## config.mk

```make
export PLATFORM = sky130hd
export DESIGN_NAME = metric_record_frame_parser_top_flat
export DESIGN_NICKNAME = d
export VERILOG_FILES = /design/src/rtl/mrfp_pkg.sv /design/src/rtl/mrfp_if.sv /design/src/rtl/mrfp_in_reg.sv /design/src/rtl/mrfp_core.sv /design/src/rtl/mrfp_out_reg.sv /design/src/rtl/metric_record_frame_parser_top.sv /design/src/flat_wrapper.sv
export SDC_FILE = /design/constraint.sdc
export NUM_CORES = 1
export LEC_CHECK = 0
export ABC_AREA = 0
export BUFFER_PORTS_ARGS = -buffer_cell sky130_fd_sc_hd__buf_2
export CORE_MARGIN = 2
export CORE_UTILIZATION = 55
export CTS_CLUSTER_SIZE = 20
export DETAILED_ROUTE_END_ITERATION = 10
export PLACE_DENSITY = 0.73
export SLEW_MARGIN = 5
export SYNTH_ARGS = -nofsm -noshare
export SYNTH_HDL_FRONTEND = slang
export SYNTH_SLANG_ARGS = --single-unit
```

## constraint.sdc

```tcl
create_clock -name i_clk -period 11.8 [get_ports i_clk]
set_input_delay 0 -clock i_clk [delete_from_list [all_inputs] [get_ports i_clk]]
set_output_delay 0 -clock i_clk [all_outputs]
set_load 0.01 [all_outputs]
```

## src/rtl/mrfp_pkg.sv

```systemverilog
`default_nettype none

package mrfp_pkg;

    localparam logic [7:0] MAGIC_BYTE   = 8'hAA;
    localparam logic [7:0] NEWLINE_BYTE = 8'h0A;

    localparam logic [7:0] TYPE_KEY_VALUE  = 8'h01;
    localparam logic [7:0] TYPE_COUNTER    = 8'h02;
    localparam logic [7:0] TYPE_TIMER      = 8'h03;
    localparam logic [7:0] TYPE_SET        = 8'h04;
    localparam logic [7:0] TYPE_GAUGE      = 8'h05;
    localparam logic [7:0] TYPE_GAUGE_DELTA = 8'h06;

    localparam logic [3:0] HDR_FIRST      = 4'd2;
    localparam logic [3:0] HDR_NAME_HI    = 4'd3;
    localparam logic [3:0] HDR_MEMBER_LO  = 4'd4;
    localparam logic [3:0] HDR_VALUE_BASE = 4'd4;
    localparam logic [3:0] METRIC_HDR_END = 4'd12;
    localparam logic [3:0] SET_HDR_END    = 4'd6;

    typedef enum logic [2:0] {
        KIND_KEY_VALUE  = 3'd0,
        KIND_COUNTER    = 3'd1,
        KIND_TIMER      = 3'd2,
        KIND_GAUGE      = 3'd3,
        KIND_GAUGE_DELTA = 3'd4,
        KIND_SET        = 3'd5
    } t_kind;

    typedef enum logic [2:0] {
        EV_METRIC_BYTE = 3'd0,
        EV_SET_NAME    = 3'd1,
        EV_SET_MEMBER  = 3'd2,
        EV_METRIC_DONE = 3'd3,
        EV_SET_DONE    = 3'd4,
        EV_ERROR       = 3'd5
    } t_event;

    typedef enum logic [1:0] {
        ERR_MAGIC  = 2'd0,
        ERR_TYPE   = 2'd1,
        ERR_NAME   = 2'd2,
        ERR_MEMBER = 2'd3
    } t_err;

    typedef struct packed {
        logic       fire;
        logic [7:0] data;
    } t_step;

    typedef struct packed {
        t_event      event_res;
        logic [7:0]  byte_out;
        logic [2:0]  metric_kind;
        logic [63:0] value_bits;
        t_err        error_code;
    } t_result;

    typedef struct packed {
        logic    valid;
        t_result res;
    } t_res_pkt;

endpackage

`default_nettype wire

```

## src/rtl/mrfp_if.sv

```systemverilog
`default_nettype none

interface mrfp_in_if;
    logic       valid;
    logic       ready;
    logic [7:0] stream_byte;

    modport source (output valid, output stream_byte, input ready);
    modport sink (input valid, input stream_byte, output ready);
endinterface

interface mrfp_out_if;
    logic        valid;
    logic        ready;
    logic [2:0]  event_res;
    logic [7:0]  byte_out;
    logic [2:0]  metric_kind;
    logic [63:0] value_bits;
    logic [1:0]  error_code;

    modport source (
        output valid, output event_res, output byte_out, output metric_kind,
        output value_bits, output error_code, input ready
    );
    modport sink (
        input valid, input event_res, input byte_out, input metric_kind,
        input value_bits, input error_code, output ready
    );
endinterface

`default_nettype wire

```

## src/rtl/mrfp_in_reg.sv

```systemverilog
`default_nettype none

module mrfp_in_reg
    import mrfp_pkg::*;
(
    input  wire logic  i_clk,
    input  wire logic  i_rst_n,
    input  wire logic  i_valid,
    input  wire logic [7:0] i_data,
    input  wire logic  i_advance,
    output logic       o_ready,
    output t_step      o_step
);

    logic       r_valid;
    logic [7:0] r_data;

    assign o_ready     = !r_valid || i_advance;
    assign o_step.fire = r_valid && i_advance;
    assign o_step.data = r_data;

    always_ff @(posedge i_clk) begin
        if (!i_rst_n) begin
            r_valid <= 1'b0;
        end else if (o_ready) begin
            r_valid <= i_valid;
        end
    end

    always_ff @(posedge i_clk) begin
        if (o_ready && i_valid) begin
            r_data <= i_data;
        end
    end

endmodule

`default_nettype wire

```

## src/rtl/mrfp_core.sv

```systemverilog
`default_nettype none

module mrfp_core
    import mrfp_pkg::*;
(
    input  wire logic  i_clk,
    input  wire logic  i_rst_n,
    input  wire t_step i_step,
    output t_res_pkt   o_pkt
);

    typedef enum logic [2:0] {
        PH_WAIT,
        PH_TYPE,
        PH_HEADER,
        PH_NAME,
        PH_MEMBER
    } t_phase;

    t_phase      r_phase,   n_phase;
    logic [3:0]  r_hdr_idx, n_hdr_idx;
    t_kind       r_kind,    n_kind;
    logic [15:0] r_name_len, n_name_len;
    logic [15:0] r_member_len, n_member_len;
    logic [63:0] r_value,   n_value;
    logic [15:0] r_left,    n_left;
    logic        r_nl_skip, n_nl_skip;
    logic        r_halted,  n_halted;

    logic        n_res_valid;
    t_result     n_res;
    logic [7:0]  b;
    logic [2:0]  val_slot;

    assign b        = i_step.data;
    assign val_slot = 3'(r_hdr_idx - HDR_VALUE_BASE);

    always_comb begin
        n_phase      = r_phase;
        n_hdr_idx    = r_hdr_idx;
        n_kind       = r_kind;
        n_name_len   = r_name_len;
        n_member_len = r_member_len;
        n_value      = r_value;
        n_left       = r_left;
        n_nl_skip    = r_nl_skip;
        n_halted     = r_halted;
        n_res_valid  = 1'b0;
        n_res        = '0;

        if (!r_halted) begin
            case (r_phase)
                PH_WAIT: begin
                    if (b == NEWLINE_BYTE && !r_nl_skip) begin
                        n_nl_skip = 1'b1;
                    end else if (b != MAGIC_BYTE) begin
                        n_halted         = 1'b1;
                        n_res_valid      = 1'b1;
                        n_res.event_res  = EV_ERROR;
                        n_res.error_code = ERR_MAGIC;
                    end else begin
                        n_nl_skip = 1'b0;
                        n_phase   = PH_TYPE;
                    end
                end
                PH_TYPE: begin
                    n_hdr_idx    = HDR_FIRST;
                    n_name_len   = '0;
                    n_member_len = '0;
                    n_value      = '0;
                    n_phase      = PH_HEADER;
                    case (b)
                        TYPE_KEY_VALUE:   n_kind = KIND_KEY_VALUE;
                        TYPE_COUNTER:     n_kind = KIND_COUNTER;
                        TYPE_TIMER:       n_kind = KIND_TIMER;
                        TYPE_GAUGE:       n_kind = KIND_GAUGE;
                        TYPE_GAUGE_DELTA: n_kind = KIND_GAUGE_DELTA;
                        TYPE_SET:         n_kind = KIND_SET;
                        default: begin
                            n_hdr_idx        = r_hdr_idx;
                            n_name_len       = r_name_len;
                            n_member_len     = r_member_len;
                            n_value          = r_value;
                            n_phase          = r_phase;
                            n_halted         = 1'b1;
                            n_res_valid      = 1'b1;
                            n_res.event_res  = EV_ERROR;
                            n_res.error_code = ERR_TYPE;
                        end
                    endcase
                end
                PH_HEADER: begin
                    n_hdr_idx = r_hdr_idx + 4'd1;
                    if (r_hdr_idx == HDR_FIRST) begin
                        n_name_len = {8'h00, b};
                    end else if (r_hdr_idx == HDR_NAME_HI) begin
                        n_name_len = {b, r_name_len[7:0]};
                        if (n_name_len == '0) begin
                            n_halted         = 1'b1;
                            n_res_valid      = 1'b1;
                            n_res.event_res  = EV_ERROR;
                            n_res.error_code = ERR_NAME;
                        end
                    end else if (r_kind == KIND_SET) begin
                        if (r_hdr_idx == HDR_MEMBER_LO) begin
                            n_member_len = {8'h00, b};
                        end else begin
                            n_member_len = {b, r_member_len[7:0]};
                            if (n_member_len == '0) begin
                                n_halted         = 1'b1;
                                n_res_valid      = 1'b1;
                                n_res.event_res  = EV_ERROR;
                                n_res.error_code = ERR_MEMBER;
                            end else begin
                                n_left  = r_name_len;
                                n_phase = PH_NAME;
                            end
                        end
                    end else begin
                        n_value[{val_slot, 3'b000} +: 8] = b;
                        if (n_hdr_idx == METRIC_HDR_END) begin
                            n_left  = r_name_len;
                            n_phase = PH_NAME;
                        end
                    end
                end
                PH_NAME: begin
                    n_left = r_left - 16'd1;
                    if (n_left != '0) begin
                        n_res_valid     = 1'b1;
                        n_res.event_res = (r_kind == KIND_SET) ? EV_SET_NAME
                                                               : EV_METRIC_BYTE;
                        n_res.byte_out  = b;
                    end else if (b != 8'h00) begin
                        n_halted         = 1'b1;
                        n_res_valid      = 1'b1;
                        n_res.event_res  = EV_ERROR;
                        n_res.error_code = ERR_NAME;
                    end else if (r_kind == KIND_SET) begin
                        n_left  = r_member_len;
                        n_phase = PH_MEMBER;
                    end else begin
                        n_phase           = PH_WAIT;
                        n_res_valid       = 1'b1;
                        n_res.event_res   = EV_METRIC_DONE;
                        n_res.metric_kind = r_kind;
                        n_res.value_bits  = r_value;
                    end
                end
                PH_MEMBER: begin
                    n_left = r_left - 16'd1;
                    if (n_left != '0) begin
                        n_res_valid     = 1'b1;
                        n_res.event_res = EV_SET_MEMBER;
                        n_res.byte_out  = b;
                    end else if (b != 8'h00) begin
                        n_halted         = 1'b1;
                        n_res_valid      = 1'b1;
                        n_res.event_res  = EV_ERROR;
                        n_res.error_code = ERR_MEMBER;
                    end else begin
                        n_phase         = PH_WAIT;
                        n_res_valid     = 1'b1;
                        n_res.event_res = EV_SET_DONE;
                    end
                end
                default: begin
                    n_halted = 1'b1;
                end
            endcase
        end
    end

    assign o_pkt.valid = i_step.fire && n_res_valid;
    assign o_pkt.res   = n_res;

    always_ff @(posedge i_clk) begin
        if (!i_rst_n) begin
            r_phase      <= PH_WAIT;
            r_hdr_idx    <= '0;
            r_kind       <= KIND_KEY_VALUE;
            r_name_len   <= '0;
            r_member_len <= '0;
            r_value      <= '0;
            r_left       <= '0;
            r_nl_skip    <= 1'b0;
            r_halted     <= 1'b0;
        end else if (i_step.fire) begin
            r_phase      <= n_phase;
            r_hdr_idx    <= n_hdr_idx;
            r_kind       <= n_kind;
            r_name_len   <= n_name_len;
            r_member_len <= n_member_len;
            r_value      <= n_value;
            r_left       <= n_left;
            r_nl_skip    <= n_nl_skip;
            r_halted     <= n_halted;
        end
    end

endmodule

`default_nettype wire

```

## src/rtl/mrfp_out_reg.sv

```systemverilog
`default_nettype none

module mrfp_out_reg
    import mrfp_pkg::*;
(
    input  wire logic     i_clk,
    input  wire logic     i_rst_n,
    input  wire t_res_pkt i_pkt,
    input  wire logic     i_ready,
    output logic          o_advance,
    output logic          o_valid,
    output t_result       o_res
);

    logic    r_valid;
    t_result r_res;

    assign o_advance = !r_valid || i_ready;
    assign o_valid   = r_valid;
    assign o_res     = r_res;

    always_ff @(posedge i_clk) begin
        if (!i_rst_n) begin
            r_valid <= 1'b0;
        end else if (o_advance) begin
            r_valid <= i_pkt.valid;
        end
    end

    always_ff @(posedge i_clk) begin
        if (o_advance && i_pkt.valid) begin
            r_res <= i_pkt.res;
        end
    end

endmodule

`default_nettype wire

```

## src/rtl/metric_record_frame_parser_top.sv

```systemverilog
// Channel   Dir  Payload                                              Type
// i_in      in   stream_byte                                          mrfp_in_if.sink
// o_out     out  event_res byte_out metric_kind value_bits error_code mrfp_out_if.source
//
// One byte a cycle while the output does not stall; each result leaves from the result register.
// Input register, state update, result register; one stall signal spans all three.
// While a result waits, the input takes one more item into its register and then stalls.
// Reset is synchronous, active low; after an error nothing comes out until reset.
`default_nettype none

module metric_record_frame_parser_top
    import mrfp_pkg::*;
(
    input  wire logic  i_clk,
    input  wire logic  i_rst_n,
    mrfp_in_if.sink    i_in,
    mrfp_out_if.source o_out
);

    logic     advance;
    t_step    step;
    t_res_pkt pkt;
    t_result  res;

    mrfp_in_reg u_in_reg (
        .i_clk     (i_clk),
        .i_rst_n   (i_rst_n),
        .i_valid   (i_in.valid),
        .i_data    (i_in.stream_byte),
        .i_advance (advance),
        .o_ready   (i_in.ready),
        .o_step    (step)
    );

    mrfp_core u_core (
        .i_clk   (i_clk),
        .i_rst_n (i_rst_n),
        .i_step  (step),
        .o_pkt   (pkt)
    );

    mrfp_out_reg u_out_reg (
        .i_clk     (i_clk),
        .i_rst_n   (i_rst_n),
        .i_pkt     (pkt),
        .i_ready   (o_out.ready),
        .o_advance (advance),
        .o_valid   (o_out.valid),
        .o_res     (res)
    );

    assign o_out.event_res   = res.event_res;
    assign o_out.byte_out    = res.byte_out;
    assign o_out.metric_kind = res.metric_kind;
    assign o_out.value_bits  = res.value_bits;
    assign o_out.error_code  = res.error_code;

endmodule

`default_nettype wire

```

## src/flat_wrapper.sv

```systemverilog
// flat-port wrapper written by rule: the top's interface ports become plain ports
module metric_record_frame_parser_top_flat import mrfp_pkg::*;
  (i_clk, i_rst_n, i_in_valid, i_in_stream_byte, i_in_ready, o_out_valid, o_out_event_res, o_out_byte_out, o_out_metric_kind, o_out_value_bits, o_out_error_code, o_out_ready);
  mrfp_in_if i_in_i ();
  mrfp_out_if o_out_i ();
  input  wire logic i_clk;
  input  wire logic i_rst_n;
  input wire logic [$bits(i_in_i.valid)-1:0] i_in_valid;
  input wire logic [$bits(i_in_i.stream_byte)-1:0] i_in_stream_byte;
  output wire logic [$bits(i_in_i.ready)-1:0] i_in_ready;
  output wire logic [$bits(o_out_i.valid)-1:0] o_out_valid;
  output wire logic [$bits(o_out_i.event_res)-1:0] o_out_event_res;
  output wire logic [$bits(o_out_i.byte_out)-1:0] o_out_byte_out;
  output wire logic [$bits(o_out_i.metric_kind)-1:0] o_out_metric_kind;
  output wire logic [$bits(o_out_i.value_bits)-1:0] o_out_value_bits;
  output wire logic [$bits(o_out_i.error_code)-1:0] o_out_error_code;
  input wire logic [$bits(o_out_i.ready)-1:0] o_out_ready;
  assign i_in_i.valid = i_in_valid;
  assign i_in_i.stream_byte = i_in_stream_byte;
  assign i_in_ready = i_in_i.ready;
  assign o_out_valid = o_out_i.valid;
  assign o_out_event_res = o_out_i.event_res;
  assign o_out_byte_out = o_out_i.byte_out;
  assign o_out_metric_kind = o_out_i.metric_kind;
  assign o_out_value_bits = o_out_i.value_bits;
  assign o_out_error_code = o_out_i.error_code;
  assign o_out_i.ready = o_out_ready;
  metric_record_frame_parser_top u_core (.i_clk(i_clk), .i_rst_n(i_rst_n), .i_in(i_in_i), .o_out(o_out_i));
endmodule
```

==> metrics.txt <==
status completed; critical path type reg2reg; YS warnings 0; min-delay src i_in_stream_byte[7]; final hold vios 0; worst ir drop on vdd 117 uV; DR WL/cell 17.0 um; flop and latch count out of synthesis 214; leading area contributor after synthesis edfxtp_1; sequential area share after synthesis 0.563; Setup Skew 8.91 ps; Avg Cell Area, Syn 10.3 um^2; Static Leak 0.00371 uW; via count 6832; vias per cell 5.66; DRT Pass-1 Iters 5; Skew-Pair Late Insertion Delay 500 ps; Worst Hold Class in2reg; top cells by area, synth edfxtp_1, dfxtp_1, and2_1; H-tree depth 1; ys async rst share 0; Slew Limit Fails 0; WL final 20600 um; Die Width 133 um; Power, Total 1500 uW; CP endpoint kind register; # clock sinks 214; share of Yosys cell area claimed by the top area cell type 0.288; Crit path required time 11910 ps; CP startpoint kind register; Hold Path Depth 2; RSZ-0062 raised after global routing no; largest net degree at the start of global routing 96; IO Count 94; Slew @ Worst Pin 1080 ps; CTS Root Cell clkbuf_16; share of cells above drive strength 1 0.155; nets 990; CTS max path bufs 3; DRC viols 0; first-pass GRT wire length 33400 um; die area 17700 um^2; GP Congestion 0.920; Port Buf Inserts 93; worst r2r dst u_core.u_out_reg.o_res[68]$_SDFFCE_PP0P_; Hold EP u_core.u_in_reg.r_data[7]$_DFFE_PP_; Post-Synthesis Cell Area 9170 um^2; GRT overflow 0; syn nets 909; TritonCTS Buffers 21; ys flop type dfxtp_1; Clock Pin Slew Worst Setup and Hold Paths 70 ps; hpwl dp 13500 um; CTS tree yes; Crit Reg-Reg Startpoint u_core.u_core.r_phase[1]$_SDFFE_PN0P_; Arr. time, crit path 4060 ps; Crit Path Max Fanout 80; Starting Density 0.559; initial antenna violation count 0; vias in the first global route 6455; Max Clock Freq 254 MHz; worst rel slew slack 0.278; Syn Inst Count 891; Hold Slack 229 ps; core area 16400 um^2; Site Rows 47; ant diodes 0; Tmin final 3940 ps; final setup vio count 0; number of synthesized flops with an enable pin 88; setup TNS 0 ps; Tcrit/Tclk final 0.334; CP Launch Point u_core.u_core.r_phase[1]$_SDFFE_PN0P_; post-route ant nets 0; area delta synth->final 14.9%; Die Y-Extent 133 um; fin util 0.642; distinct cell type count after synthesis 67; number of max-cap violations 0; Reg2Reg Depth 5; DRT iter0 DRCs 505; GRT Resource Usage Total 0.233; PwrDens 143 nW/um^2; reg2reg setup slack 7860 ps
==> per-layer routing <==
layer,vias up,routed length (um),GRT usage
li1,3375,-,-
met4,0,342,0.0751
met5,-,0,0
met3,29,1340,0.0308
met1,3210,9300,0.336
met2,218,9580,0.368
==> timing repair <==
item                      CTS  global route
hold endpoints to repair   10             0
gates resized for setup     0             0
hold buffers               11             0
setup buffers               0             0
==> area by class of cell <==
cell class              instances  area [um^2]
inverters                      10         37.5
clock buffers                  30          599
fillers                      1340         5880
flip-flops and latches        214         5160
repair buffers                109          613
multi-input cells             616         3770
well taps                     220          275
clock inverters                 8         71.3
==> report_power, final <==
part | switching (uW) | total (uW) | internal [uW]
sequential | 11.9 | 798 | 786
clock | 271 | 648 | 377
combinational | 35.2 | 55.1 | 19.8
==> flip-flops by register name, summed over array words and instances, names as in the netlist, 3 cells and up <==
signal / cells
u_core.u_out_reg.o_res: 80
u_core.u_core.r_name_len: 16
u_core.u_core.r_kind: 3
u_core.u_core.r_phase: 3
u_core.u_core.r_value: 64
u_core.u_in_reg.r_data: 8
u_core.u_core.r_member_len: 16
u_core.u_core.r_hdr_idx: 4
u_core.u_core.r_left: 16
==> how the worst max path moves through the flow <==
stage                                                          end  slack (ps)  cells after the start
after floorplan            u_core.u_out_reg.o_res[0]$_SDFFCE_PP0P_        7540                      7
final                     u_core.u_out_reg.o_res[68]$_SDFFCE_PP0P_        7860                      5
after global routing      u_core.u_out_reg.o_res[68]$_SDFFCE_PP0P_        7580                      5
after detailed placement  u_core.u_out_reg.o_res[60]$_SDFFCE_PP0P_        7940                      5
after CTS                  u_core.u_out_reg.o_res[7]$_SDFFCE_PP0P_        7920                      5
after global placement    u_core.u_out_reg.o_res[44]$_SDFFCE_PP0P_        8050                      5
==> placed cells by master (no fill, tap or decap), types with 10 or more instances in the layout <==
cell / synthesis / routed
nor2b_1: 30 / 30
nand2_1: 94 / 94
dfxtp_1: 126 / 126
o21a_1: 12 / 12
a22o_1: 26 / 26
buf_2: 5 / 93
nor2_1: 43 / 43
a21oi_1: 51 / 51
dlygate4sd3_1: 0 / 11
and2_1: 91 / 91
edfxtp_1: 88 / 88
a21boi_0: 13 / 13
o21ai_0: 63 / 63
a22oi_1: 17 / 17
nand3_1: 28 / 28
nor3_1: 12 / 11
clkbuf_16: 0 / 21
inv_1: 10 / 10
==> cell families after synthesis <==
group,count (synthesis),share of synthesized area
AND/OR/NAND/NOR,358,0.211
AO/OA/AOI/OAI,231,0.168
flip-flops,214,0.563
buffers and inverters,61,0.0276
XOR/XNOR,13,0.0124
multiplexers,8,0.00874
adder cells (fa/ha/maj),6,0.00819
==> critical path, cell delays in order, from the launching register on <==
cell and delay [ps]:
dfxtp_1 580, or3b_2 750, a21oi_1 820, a21oi_1 300
nand3_1 170, and3_4 840
==> stage by stage <==
stage               setup WS, ps  instance area, um^2  std cells
global route                7580                10500       1207
global placement            8050                 9750       1158
detailed placement          7940                 9750       1158
CTS                         7920                10500       1207
floorplan                   7540                 9170        891
finish                      7860                10500       1207
==> cell usage after synthesis, drive strengths merged (12+ instances only) <==
library cell / instances
nand3: 28
nor3: 14
nor2: 44
nand2: 94
edfxtp: 88
o21ai: 63
nor2b: 30
a21boi: 14
a22o: 26
a21oi: 52
clkbuf: 41
dfxtp: 126
o21a: 12
and2: 92
a22oi: 17
Note: power is estimated with default switching activity, not from simulation.
